### config.mk
export PLATFORM = sky130hd
export DESIGN_NAME = recent_list_move_to_front_flat
export DESIGN_NICKNAME = d
export VERILOG_FILES = /design/src/hdl/rlmtf_pkg.sv /design/src/hdl/rlmtf_req_if.sv /design/src/hdl/rlmtf_rsp_if.sv /design/src/hdl/rlmtf_cell.sv /design/src/hdl/recent_list_move_to_front.sv /design/src/flat_wrapper.sv
export SDC_FILE = /design/constraint.sdc
export NUM_CORES = 1
export LEC_CHECK = 0
export BUFFER_PORTS_ARGS = -buffer_cell sky130_fd_sc_hd__buf_2
export CAP_MARGIN = 20
export CELL_PAD_IN_SITES_DETAIL_PLACEMENT = 1
export CELL_PAD_IN_SITES_GLOBAL_PLACEMENT = 2
export CORE_UTILIZATION = 35
export DETAILED_ROUTE_END_ITERATION = 8
export PLACE_DENSITY = 0.7
export SLEW_MARGIN = 0
export SYNTH_ARGS = -nofsm -noshare
export SYNTH_HDL_FRONTEND = slang
export SYNTH_SLANG_ARGS = --single-unit
### constraint.sdc
create_clock -name clk -period 7.1 [get_ports clk]
set_clock_uncertainty 0.2 [all_clocks]
set_input_delay 1.42 -clock clk [delete_from_list [all_inputs] [get_ports clk]]
set_output_delay 1.42 -clock clk [all_outputs]
set_load 0.005 [all_outputs]
### src/hdl/rlmtf_pkg.sv
package rlmtf_pkg;

  localparam int CAPACITY_DEFAULT = 10;
  localparam int KEY_BITS_DEFAULT = 32;

  localparam int FILE_KEY_W = 32;
  localparam int POS_W      = 4;
  localparam int COUNT_W    = 4;

  localparam logic KIND_ADD = 1'b0;

  typedef struct packed {
    logic compare;
    logic shift;
  } cell_ctl_t;

endpackage

### src/hdl/rlmtf_req_if.sv
interface rlmtf_req_if;
  logic                             valid;
  logic                             ready;
  logic                             kind;
  logic [rlmtf_pkg::FILE_KEY_W-1:0] file_key;

  modport source (output valid, output kind, output file_key, input ready);
  modport sink (input valid, input kind, input file_key, output ready);
endinterface

### src/hdl/rlmtf_rsp_if.sv
interface rlmtf_rsp_if;
  logic                             valid;
  logic                             ready;
  logic                             was_present;
  logic [rlmtf_pkg::POS_W-1:0]      old_position;
  logic                             evicted;
  logic [rlmtf_pkg::FILE_KEY_W-1:0] evicted_key;
  logic [rlmtf_pkg::COUNT_W-1:0]    entry_count;

  modport source (
    output valid, output was_present, output old_position, output evicted,
    output evicted_key, output entry_count, input ready
  );
  modport sink (
    input valid, input was_present, input old_position, input evicted,
    input evicted_key, input entry_count, output ready
  );
endinterface

### src/hdl/rlmtf_cell.sv
module rlmtf_cell #(
  parameter int KEY_BITS = rlmtf_pkg::KEY_BITS_DEFAULT,
  parameter int IW       = 4,
  parameter int PW       = 4,
  parameter int INDEX    = 0
) (
  input  logic                 clk,
  input  rlmtf_pkg::cell_ctl_t ctl,
  input  logic [KEY_BITS-1:0]  req_key,
  input  logic [KEY_BITS-1:0]  prev_key,
  input  logic [PW-1:0]        count,
  input  logic [IW-1:0]        limit,
  output logic [KEY_BITS-1:0]  key,
  output logic                 hit
);

  logic occupied;
  logic in_range;

  assign occupied = PW'(INDEX) < count;
  assign in_range = IW'(INDEX) <= limit;

  always_ff @(posedge clk) begin
    if (ctl.compare) begin
      hit <= occupied && (key == req_key);
    end
    if (ctl.shift && in_range) begin
      key <= prev_key;
    end
  end

endmodule

### src/hdl/recent_list_move_to_front.sv
// Most-recently-used list of up to CAPACITY keys with move-to-front.
// Requests arrive on the req channel (kind, file_key); one result per request
// leaves on the rsp channel (was_present, old_position, evicted, evicted_key,
// entry_count). Both channels transfer on a clock edge with valid and ready high.
// Keys sit in a row of cells, position 0 being the most recent. Each cell
// compares its key with the request and, when told, takes its neighbor's key.
// A request moves through the idle, match and update states: the accepting edge
// latches it, the next edge registers the compare result in every cell, and the
// update edge, which waits while an earlier result is still untaken, shifts the
// row and loads the result register. A new request is accepted only after that.
// The result register lets the next request enter while a result waits; the
// shift of that next request holds until the waiting result is taken.
// A synchronous reset empties the list and drops any pending result; the key
// storage itself is not cleared, since entries beyond the count are ignored.
module recent_list_move_to_front #(
  parameter int CAPACITY = rlmtf_pkg::CAPACITY_DEFAULT,
  parameter int KEY_BITS = rlmtf_pkg::KEY_BITS_DEFAULT
) (
  input logic         clk,
  input logic         rst,
  rlmtf_req_if.sink   req,
  rlmtf_rsp_if.source rsp
);

  localparam int IW = (CAPACITY > 1) ? $clog2(CAPACITY) : 1;
  localparam int PW = $clog2(CAPACITY + 1);

  localparam logic [1:0] ST_IDLE   = 2'd0;
  localparam logic [1:0] ST_MATCH  = 2'd1;
  localparam logic [1:0] ST_UPDATE = 2'd2;

  logic [1:0]          state;
  logic [1:0]          state_next;
  logic                req_kind;
  logic [KEY_BITS-1:0] req_key;
  logic [KEY_BITS-1:0] in_key;
  logic [63:0]         in_key_wide;
  logic [PW-1:0]       held_count;
  logic [PW-1:0]       count_next;

  logic [KEY_BITS-1:0] cell_keys [CAPACITY];
  logic [CAPACITY-1:0] hits;

  rlmtf_pkg::cell_ctl_t ctl;

  logic          found;
  logic          drop;
  logic          update_en;
  logic          advance;
  logic [IW-1:0] pos;
  logic [IW-1:0] limit;
  logic [31:0]   pos_wide;
  logic [31:0]   count_wide;
  logic [63:0]   drop_wide;

  logic                                rsp_valid;
  logic                                rsp_present;
  logic [rlmtf_pkg::POS_W-1:0]         rsp_pos;
  logic                                rsp_evicted;
  logic [rlmtf_pkg::FILE_KEY_W-1:0]    rsp_key;
  logic [rlmtf_pkg::COUNT_W-1:0]       rsp_count;

  assign in_key_wide = 64'(req.file_key);
  assign in_key      = in_key_wide[KEY_BITS-1:0];

  for (genvar i = 0; i < CAPACITY; i++) begin : g_cell
    logic [KEY_BITS-1:0] prev_key;
    if (i == 0) begin : g_head
      assign prev_key = req_key;
    end else begin : g_body
      assign prev_key = cell_keys[i-1];
    end
    rlmtf_cell #(
      .KEY_BITS (KEY_BITS),
      .IW       (IW),
      .PW       (PW),
      .INDEX    (i)
    ) u_cell (
      .clk      (clk),
      .ctl      (ctl),
      .req_key  (req_key),
      .prev_key (prev_key),
      .count    (held_count),
      .limit    (limit),
      .key      (cell_keys[i]),
      .hit      (hits[i])
    );
  end

  always_comb begin
    found = |hits;
    pos   = '0;
    for (int i = 0; i < CAPACITY; i++) begin
      if (hits[i]) begin
        pos = pos | IW'(i);
      end
    end
    drop       = 1'b0;
    limit      = pos;
    count_next = held_count;
    update_en  = found;
    if (!found && req_kind == rlmtf_pkg::KIND_ADD) begin
      update_en = 1'b1;
      if (held_count == PW'(CAPACITY)) begin
        drop  = 1'b1;
        limit = IW'(CAPACITY - 1);
      end else begin
        limit      = IW'(held_count);
        count_next = held_count + PW'(1);
      end
    end
    pos_wide   = 32'(pos);
    count_wide = 32'(count_next);
    drop_wide  = 64'(cell_keys[CAPACITY-1]);
  end

  assign advance     = (state == ST_UPDATE) && (!rsp_valid || rsp.ready);
  assign ctl.compare = (state == ST_MATCH);
  assign ctl.shift   = advance && update_en;

  always_comb begin
    state_next = state;
    unique case (state)
      ST_IDLE: begin
        if (req.valid) begin
          state_next = ST_MATCH;
        end
      end
      ST_MATCH: begin
        state_next = ST_UPDATE;
      end
      ST_UPDATE: begin
        if (advance) begin
          state_next = ST_IDLE;
        end
      end
      default: begin
        state_next = ST_IDLE;
      end
    endcase
  end

  always_ff @(posedge clk) begin
    if (rst) begin
      state      <= ST_IDLE;
      held_count <= '0;
      rsp_valid  <= 1'b0;
    end else begin
      state <= state_next;
      if (advance) begin
        held_count <= count_next;
        rsp_valid  <= 1'b1;
      end else if (rsp.ready) begin
        rsp_valid <= 1'b0;
      end
    end
  end

  always_ff @(posedge clk) begin
    if (req.valid && req.ready) begin
      req_kind <= req.kind;
      req_key  <= in_key;
    end
    if (advance) begin
      rsp_present <= found;
      rsp_pos     <= pos_wide[rlmtf_pkg::POS_W-1:0];
      rsp_evicted <= drop;
      rsp_key     <= drop ? drop_wide[rlmtf_pkg::FILE_KEY_W-1:0] : '0;
      rsp_count   <= count_wide[rlmtf_pkg::COUNT_W-1:0];
    end
  end

  assign req.ready        = (state == ST_IDLE) && !rst;
  assign rsp.valid        = rsp_valid;
  assign rsp.was_present  = rsp_present;
  assign rsp.old_position = rsp_pos;
  assign rsp.evicted      = rsp_evicted;
  assign rsp.evicted_key  = rsp_key;
  assign rsp.entry_count  = rsp_count;

  a_count_bound : assert property (@(posedge clk) disable iff (rst)
    held_count <= PW'(CAPACITY))
    else $error("held count exceeds capacity");

  a_single_hit : assert property (@(posedge clk) disable iff (rst)
    (state == ST_UPDATE) |-> $onehot0(hits))
    else $error("key found at more than one position");

  a_drop_when_full : assert property (@(posedge clk) disable iff (rst)
    (advance && drop) |-> (held_count == PW'(CAPACITY)) && !found)
    else $error("eviction without a full list");

  a_result_follows : assert property (@(posedge clk) disable iff (rst)
    advance |=> rsp_valid)
    else $error("result lost after update");

endmodule

### src/flat_wrapper.sv
// flat-port wrapper written by rule: the top's interface ports become plain ports
module recent_list_move_to_front_flat 
#(
  parameter int CAPACITY = rlmtf_pkg::CAPACITY_DEFAULT,
  parameter int KEY_BITS = rlmtf_pkg::KEY_BITS_DEFAULT
)
  (clk, rst, req_valid, req_kind, req_file_key, req_ready, rsp_valid, rsp_was_present, rsp_old_position, rsp_evicted, rsp_evicted_key, rsp_entry_count, rsp_ready);
  rlmtf_req_if req_i ();
  rlmtf_rsp_if rsp_i ();
  input logic clk;
  input logic rst;
  input wire logic [$bits(req_i.valid)-1:0] req_valid;
  input wire logic [$bits(req_i.kind)-1:0] req_kind;
  input wire logic [$bits(req_i.file_key)-1:0] req_file_key;
  output wire logic [$bits(req_i.ready)-1:0] req_ready;
  output wire logic [$bits(rsp_i.valid)-1:0] rsp_valid;
  output wire logic [$bits(rsp_i.was_present)-1:0] rsp_was_present;
  output wire logic [$bits(rsp_i.old_position)-1:0] rsp_old_position;
  output wire logic [$bits(rsp_i.evicted)-1:0] rsp_evicted;
  output wire logic [$bits(rsp_i.evicted_key)-1:0] rsp_evicted_key;
  output wire logic [$bits(rsp_i.entry_count)-1:0] rsp_entry_count;
  input wire logic [$bits(rsp_i.ready)-1:0] rsp_ready;
  assign req_i.valid = req_valid;
  assign req_i.kind = req_kind;
  assign req_i.file_key = req_file_key;
  assign req_ready = req_i.ready;
  assign rsp_valid = rsp_i.valid;
  assign rsp_was_present = rsp_i.was_present;
  assign rsp_old_position = rsp_i.old_position;
  assign rsp_evicted = rsp_i.evicted;
  assign rsp_evicted_key = rsp_i.evicted_key;
  assign rsp_entry_count = rsp_i.entry_count;
  assign rsp_i.ready = rsp_ready;
  recent_list_move_to_front #(.CAPACITY(CAPACITY), .KEY_BITS(KEY_BITS)) u_core (.clk(clk), .rst(rst), .req(req_i), .rsp(rsp_i));
endmodule
==> results of run 1 <==
[area by class of cell]
type	count	area, um2	area share
Tap cell	607	759	0.0392
Clock inverter	25	204	0.0105
Clock buffer	55	1180	0.0611
Multi-Input combinational cell	551	4300	0.222
Inverter	11	41.3	0.00213
Timing Repair Buffer	102	606	0.0312
Sequential cell	412	12300	0.634
[through the flow]
step / utilization / instance area, um2
final: 0.414 / 19400
after CTS: 0.413 / 19300
after global routing: 0.414 / 19400
after global placement: 0.383 / 18000
after detailed placement: 0.383 / 18000
after floorplan: - / 16800
[flip-flops by register name, indices dropped and copies added (netlist names)]
register / cells
u_core.g_cell.u_cell.key: 320
u_core.g_cell.prev_key: 32
u_core.rsp.evicted_key: 32
u_core.g_cell.u_cell.hit: 10
u_core.held_count: 4
u_core.rsp.entry_count: 4
u_core.rsp.old_position: 4
u_core.state: 2
u_core.req_kind: 1
u_core.rsp.evicted: 1
u_core.rsp.valid: 1
u_core.rsp.was_present: 1
[kinds of logic after synthesis]
| kind of cell | after synthesis | synth area share |
|---|---|---|
| mux | 1 | 0.000896 |
| compound gates | 38 | 0.0154 |
| flops | 412 | 0.734 |
| fa+ha+maj | 4 | 0.00299 |
| buf+inv | 52 | 0.0136 |
| xor+xnor | 321 | 0.168 |
| simple gates | 187 | 0.0653 |
[power by group through the flow]
stage | registers [mW] | clock network (mW) | logic (mW)
global placement | 2.85 | 0 | 0.201
CTS | 2.81 | 2.25 | 0.207
floorplan | 2.82 | 0 | 0.145
finish | 2.81 | 2.19 | 0.204
global route | 2.81 | 2.33 | 0.223
detailed placement | 2.86 | 0 | 0.206
[placed cells by master, fill, tap and decap left out, types with 2 or more instances in the layout]
master,count
o21ai_0,6
a211oi_1,2
nand2b_1,2
a21oi_4,3
o21ai_2,2
nand2_1,12
buf_4,20
xor2_1,269
nor2b_1,3
ha_1,4
nor2_1,10
nand3_1,14
and3_1,2
dfxtp_1,7
inv_1,10
nor4_1,69
clkinv_2,8
and2_1,34
buf_2,80
nand4_1,20
edfxtp_1,405
bufinv_16,3
clkinv_1,11
a21oi_1,9
a31oi_1,3
xnor2_1,52
clkbuf_1,9
clkbuf_16,46
nor3_1,14
buf_16,2
a2111oi_0,2
[routing by layer]
metal | vias up | global-route usage | wire [um]
met5 | - | 0 | 0
met4 | 0 | 0.0792 | 1840
met3 | 72 | 0.0250 | 1360
met2 | 178 | 0.256 | 17600
met1 | 4069 | 0.181 | 15500
li1 | 3957 | - | -
[path summary, 6_finish.rpt]
| path | endpoint | slack (ns) | depth (start not counted) |
|---|---|---|---|
| worst min register to register | u_core.g_cell[8].u_cell.key[20] | 0.27 | 0 |
| worst max register to register | u_core.g_cell[9].u_cell.key[15] | 3.56 | 5 |
| worst min-delay path | u_core.g_cell[8].u_cell.key[20] | 0.27 | 0 |
| worst max-delay path | req_ready | 3.52 | 3 |
==> flow_summary.yaml, run 1 <==
clocking:
  insertion_delay_ns: 0.55
  cts_buffers: 44
  root_buffer: "clkbuf_16"
  htreeDepth: 2
  clk_pin_slew_ns: 0.06
  cts_hold_buf: 0
  cts_resized: 0
  cts_tree: "yes"
  cts_buffer_depth: 3
  post-cts-setup-buffers: 0
  clock-sinks: 412
worst_setup_path:
  cpPeakStageDelay_ns: 0.22
  path_common_cell: "buf_2"
  crit_type: "in -> out"
  reg2reg_from: "u_core.g_cell[5].u_cell.hit"
  crit_required_ns: 5.48
  startpoint: "rst"
  crit_chain: "buf_2 -> nor3_1 -> buf_2"
  crit_arrival_ns: 1.96
  cp_max_fo: 8
  end_kind: "output port"
  worstSetupStartpointType: "input port"
  slowest_stage: "nor3_1"
  critical-path-top-delay-family: "buffers and inverters"
  cp_num_buf_inv: 2
power:
  p_clk_frac: 0.422
  finalPower_mw: 5.20
  pwr-share-comb: 0.039
  switching_power_mw: 1.10
  powerDensity_nw_per_um2: 268
  ir_worst_vdd_mv: 0.193
  p_sw_frac: 0.210
  pwr-share-seq: 0.539
  internal_power_mw: 4.11
  cellLeakagePower_nw: 6.59
sta:
  worstMarginPinSlew_ns: 1.05
  final.setup.worst_slack_ns: 3.52
  rsz0062_at_grt: "false"
  final.setup.tns_ns: 0
  setup_viol: 0
  finalHoldViolations: 0
  finalCritPeriodShare: 0.505
  slew_violations: 0
  max_clock_freq_ghz: 0.279
  slew_headroom: 0.296
  fin_crit_ns: 3.58
  hold_slack_ns: 0.268
logic_synthesis:
  synthTopCellsByArea: "edfxtp_1 (73%), xor2_1 (14%), xnor2_1 (2.7%)"
  ys_warn_count: 0
  yosysTopAreaCell: "edfxtp_1"
  ys_top_cells_by_count: "edfxtp_1 (405), xor2_1 (269), nor4_1 (69)"
  ys_ff_latch: 412
  postSynthCellCount: 1015
  synthFlopType: "edfxtp_1"
  syn_avg_cell_area_um2: 16.5
  ys_seq_area_frac: 0.734
  synth_cell_types: 44
  synth_area_um2: 16800
  async_flop_share: 0
  synthesis.nets: 1056
  synth.top_cell.area_share: 0.726
  synth_enable_flop_cells: 405
  synth.most_common_cell: "edfxtp_1"
routing:
  routed_via_density: 4.69
  detail-route-antenna-nets: 0
  num_vias: 8276
  wl_per_cell_um: 20.6
  remaining_drc_errors: 7
  drt-initial-drc-count: 389
  firstDrtPassIters: 6
  wl_um: 36400
floorplanning:
  initial_core_util: 0.358
  fp.dieH_um: 221
  ioPinCount: 81
  core_area_um2: 46900
  num_rows: 79
  die_area_um2: 48800
  fp.dieW_um: 221
global_routing:
  antenna_found_initial: 1
  gr-usage-all-layers: 0.149
  grt_max_degree: 51
  grt_overflow: 0
  grt_pass1_wl_um: 54200
  grt_pass1_vias: 8962
cells_and_area:
  n_antenna_cell: 0
  syn_to_final_growth_pct: 15.7
  stdcell_count: 1763
  nFillCells: 4662
  layout.nets: 1163
  drive_above_1_share: 0.153
outcome:
  status: "complete, but fails checks"
  violations: "design-rule violations"
job:
  max_cap_violations: 0
hold_path:
  min_from: "u_core.g_cell[7].u_cell.key[20]"
  hold_class: "reg -> reg"
placement:
  port_buffers: 80
  place.gp.congestion: 0.822
  place_inst: 1681
  place.detailed.hpwl_um: 28300
  place_ws_ns: 2.95
Power figures use the tool's default switching activity.
==> run 2: changes to the inputs <==
Settings changed: ABC_AREA set to 1, PLACE_DENSITY 0.7 to 0.76.
Clock period 7.1 ns to 2.9 ns, I/O delays scaled along.
==> flow_summary.yaml, run 2 <==
outcome:
  status: "complete, no violations"
power:
  ir_worst_vdd_mv: 0.440
  powerDensity_nw_per_um2: 646
  cellLeakagePower_nw: 7.61
global_routing:
  grt_pass1_wl_um: 76700
  antenna_found_initial: 1
  grt_max_degree: 45
  use_met1: 0.276
  grt_pass1_vias: 12000
  gr-usage-met3: 0.0312
  use_met2: 0.356
  grt_overflow: 0
  gr-usage-all-layers: 0.212
  busiest_layer: "met2"
floorplanning:
  die_area_um2: 50400
  ioPinCount: 81
  fp.dieH_um: 224
  initial_core_util: 0.355
  core_area_um2: 48800
  num_rows: 81
  fp.dieW_um: 224
logic_synthesis:
  synth-compound-area-share: 0.0524
  synth.most_common_cell: "edfxtp_1"
  ys_ff_latch: 412
  synth-xor-area-share: 0.0743
  synthesis.nets: 1436
  synthTopCellsByArea: "edfxtp_1 (70%), nand2_1 (5.8%), xor2_1 (4.7%)"
  yosys.area_share.simple: 0.125
  synth_area_um2: 17300
  synthFlopType: "edfxtp_1"
  ys_seq_area_frac: 0.710
  synth_enable_flop_cells: 405
  synth_cell_types: 36
  postSynthCellCount: 1395
  synth.top_cell.area_share: 0.702
  syn_avg_cell_area_um2: 12.4
  ys_top_cells_by_count: "edfxtp_1 (405), nand2_1 (269), nor2_1 (177)"
  async_flop_share: 0
  yosysTopAreaCell: "edfxtp_1"
  synthMuxAreaShare: 0
  ys_warn_count: 0
  synth-adder-area-share: 0.00289
  synth_top_family_by_area: "simple AND/OR/NAND/NOR gates"
routing:
  detail-route-antenna-nets: 0
  firstDrtPassIters: 5
  num_vias: 11300
  wl_per_cell_um: 23.0
  wl_um: 52500
  remaining_drc_errors: 0
  routed_via_density: 4.97
  drt-initial-drc-count: 796
worst_setup_path:
  r2r_end: "u_core.g_cell[5].u_cell.key[11]"
  crit_type: "reg -> reg"
  reg2reg_from: "u_core.held_count[1]"
  crit_required_ns: 2.93
  cpPeakStageDelay_ns: 0.46
  slowest_stage: "dfxtp_1"
  cp_max_fo: 32
  crit_chain: "ha_1 -> nand3_1 -> ha_1 -> nand4_1 -> nand2_1 -> nand2_1 -> nor2_1 -> nor2_4 -> buf_4"
  crit_arrival_ns: 2.67
  worstRegToRegCells: 9
  end_kind: "register"
  worstSetupStartpointType: "register"
  startpoint: "u_core.held_count[1]"
  cp-endpoint: "u_core.g_cell[5].u_cell.key[11]"
  r2r_setup_slack_ns: 0.26
cells_and_area:
  final_area_um2: 20800
  n_antenna_cell: 0
  largest_reg_flops: 320
  syn_to_final_growth_pct: 20.1
  regMostFlops: "u_core.g_cell.u_cell.key"
  drive_above_1_share: 0.150
  final_cell_mix: "edfxtp_1 (405), nand2_1 (265), nor2_1 (171)"
  layout.nets: 1623
  layout.cells.most_common: "edfxtp_1"
  stdcell_count: 2278
  nFillCells: 5259
clocking:
  cts_buffer_depth: 3
  insertion_delay_ns: 0.58
  clk_pin_slew_ns: 0.06
  root_buffer: "clkbuf_16"
  cts_buffers: 46
  cts_tree: "yes"
  post-cts-setup-buffers: 0
  htreeDepth: 2
  clock-sinks: 412
  cts_resized: 0
sta:
  hold_slack_ns: 0.0538
  fin_crit_ns: 2.64
  slew_headroom: 0.501
  finalCritPeriodShare: 0.910
  rsz0062_at_grt: "false"
  finalHoldViolations: 0
  setup_viol: 0
  final.setup.tns_ns: 0
  max_clock_freq_ghz: 0.379
  slew_violations: 0
  worstMarginPinSlew_ns: 0.748
placement:
  place.gp.congestion: 0.943
  port_buffers: 80
  dpl_cell_area_um2: 19000
  place_inst: 2165
  place.detailed.hpwl_um: 40800
hold_path:
  hold_class: "in -> reg"
job:
  max_cap_violations: 0
## run 2: cell type report
type,count,area (um2),area share
Sequential cell,412,12300,0.591
Clock inverter,23,238,0.0114
Inverter,103,403,0.0194
Multi-Input combinational cell,839,4500,0.216
Clock buffer,57,1260,0.0604
Timing Repair Buffer,180,1280,0.0617
Tap cell,664,831,0.0399
## run 2: report_power, final
group	internal, mW	switching [mW]	total, mW	leakage [nW]
sequential	6.71	0.140	6.85	3.79
combinational	0.260	0.492	0.752	3.09
clock	3.50	2.34	5.84	0.734
## run 2: worst min path at each step
stage                                          startpoint                              end  slack (ns)  cells past startpoint
after floorplan             u_core.g_cell[0].prev_key[11]  u_core.g_cell[0].u_cell.key[11]        0.22                      0
after global placement    u_core.g_cell[7].u_cell.key[18]  u_core.g_cell[8].u_cell.key[18]        0.24                      0
after detailed placement  u_core.g_cell[4].u_cell.key[29]  u_core.g_cell[5].u_cell.key[29]        0.25                      0
after CTS                                req_file_key[25]    u_core.g_cell[0].prev_key[25]        0.03                      1
after global routing                     req_file_key[25]    u_core.g_cell[0].prev_key[25]        0.03                      1
final                                    req_file_key[25]    u_core.g_cell[0].prev_key[25]        0.05                      1
## run 2: routing by layer
| metal | part of all wire | vias to the layer above |
|---|---|---|
| met5 | 0 | - |
| met4 | 0.036 | 0 |
| li1 | - | 5210 |
| met2 | 0.48 | 332 |
| met3 | 0.049 | 101 |
| met1 | 0.43 | 5679 |
## run 2: kinds of logic (layout without fill, tap and decap cells)
kind of cell    count (synthesis)  in the layout
compound gates                157            157
xor+xnor                      147            147
fa+ha+maj                       4              4
buf+inv                       144            363
flops                         412            412
simple gates                  531            531
## run 2: per-stage QoR
step | worst slack (ns) | util | power, mW
3_3_place_gp | 0.491 | 0.389 | 7.66
3_5_place_dp | 0.325 | 0.389 | 7.69
2_1_floorplan | -0.173 | - | 7.31
6_report | 0.260 | 0.426 | 13.4
4_1_cts | 0.294 | 0.426 | 13.5
5_1_grt | 0.113 | 0.426 | 13.8
## run 2: critical path: cells and delay by family, from the launching register on
kind / cells / cell delay (ns)
fa+ha+maj: 2 / 0.51
buf+inv: 1 / 0.36
flops: 1 / 0.46
simple gates: 6 / 0.73
## run 2: repair_timing
action,CTS,global route
hold endpoints to repair,33,0
endpoints found under the setup margin,0,0
hold buffers,33,0
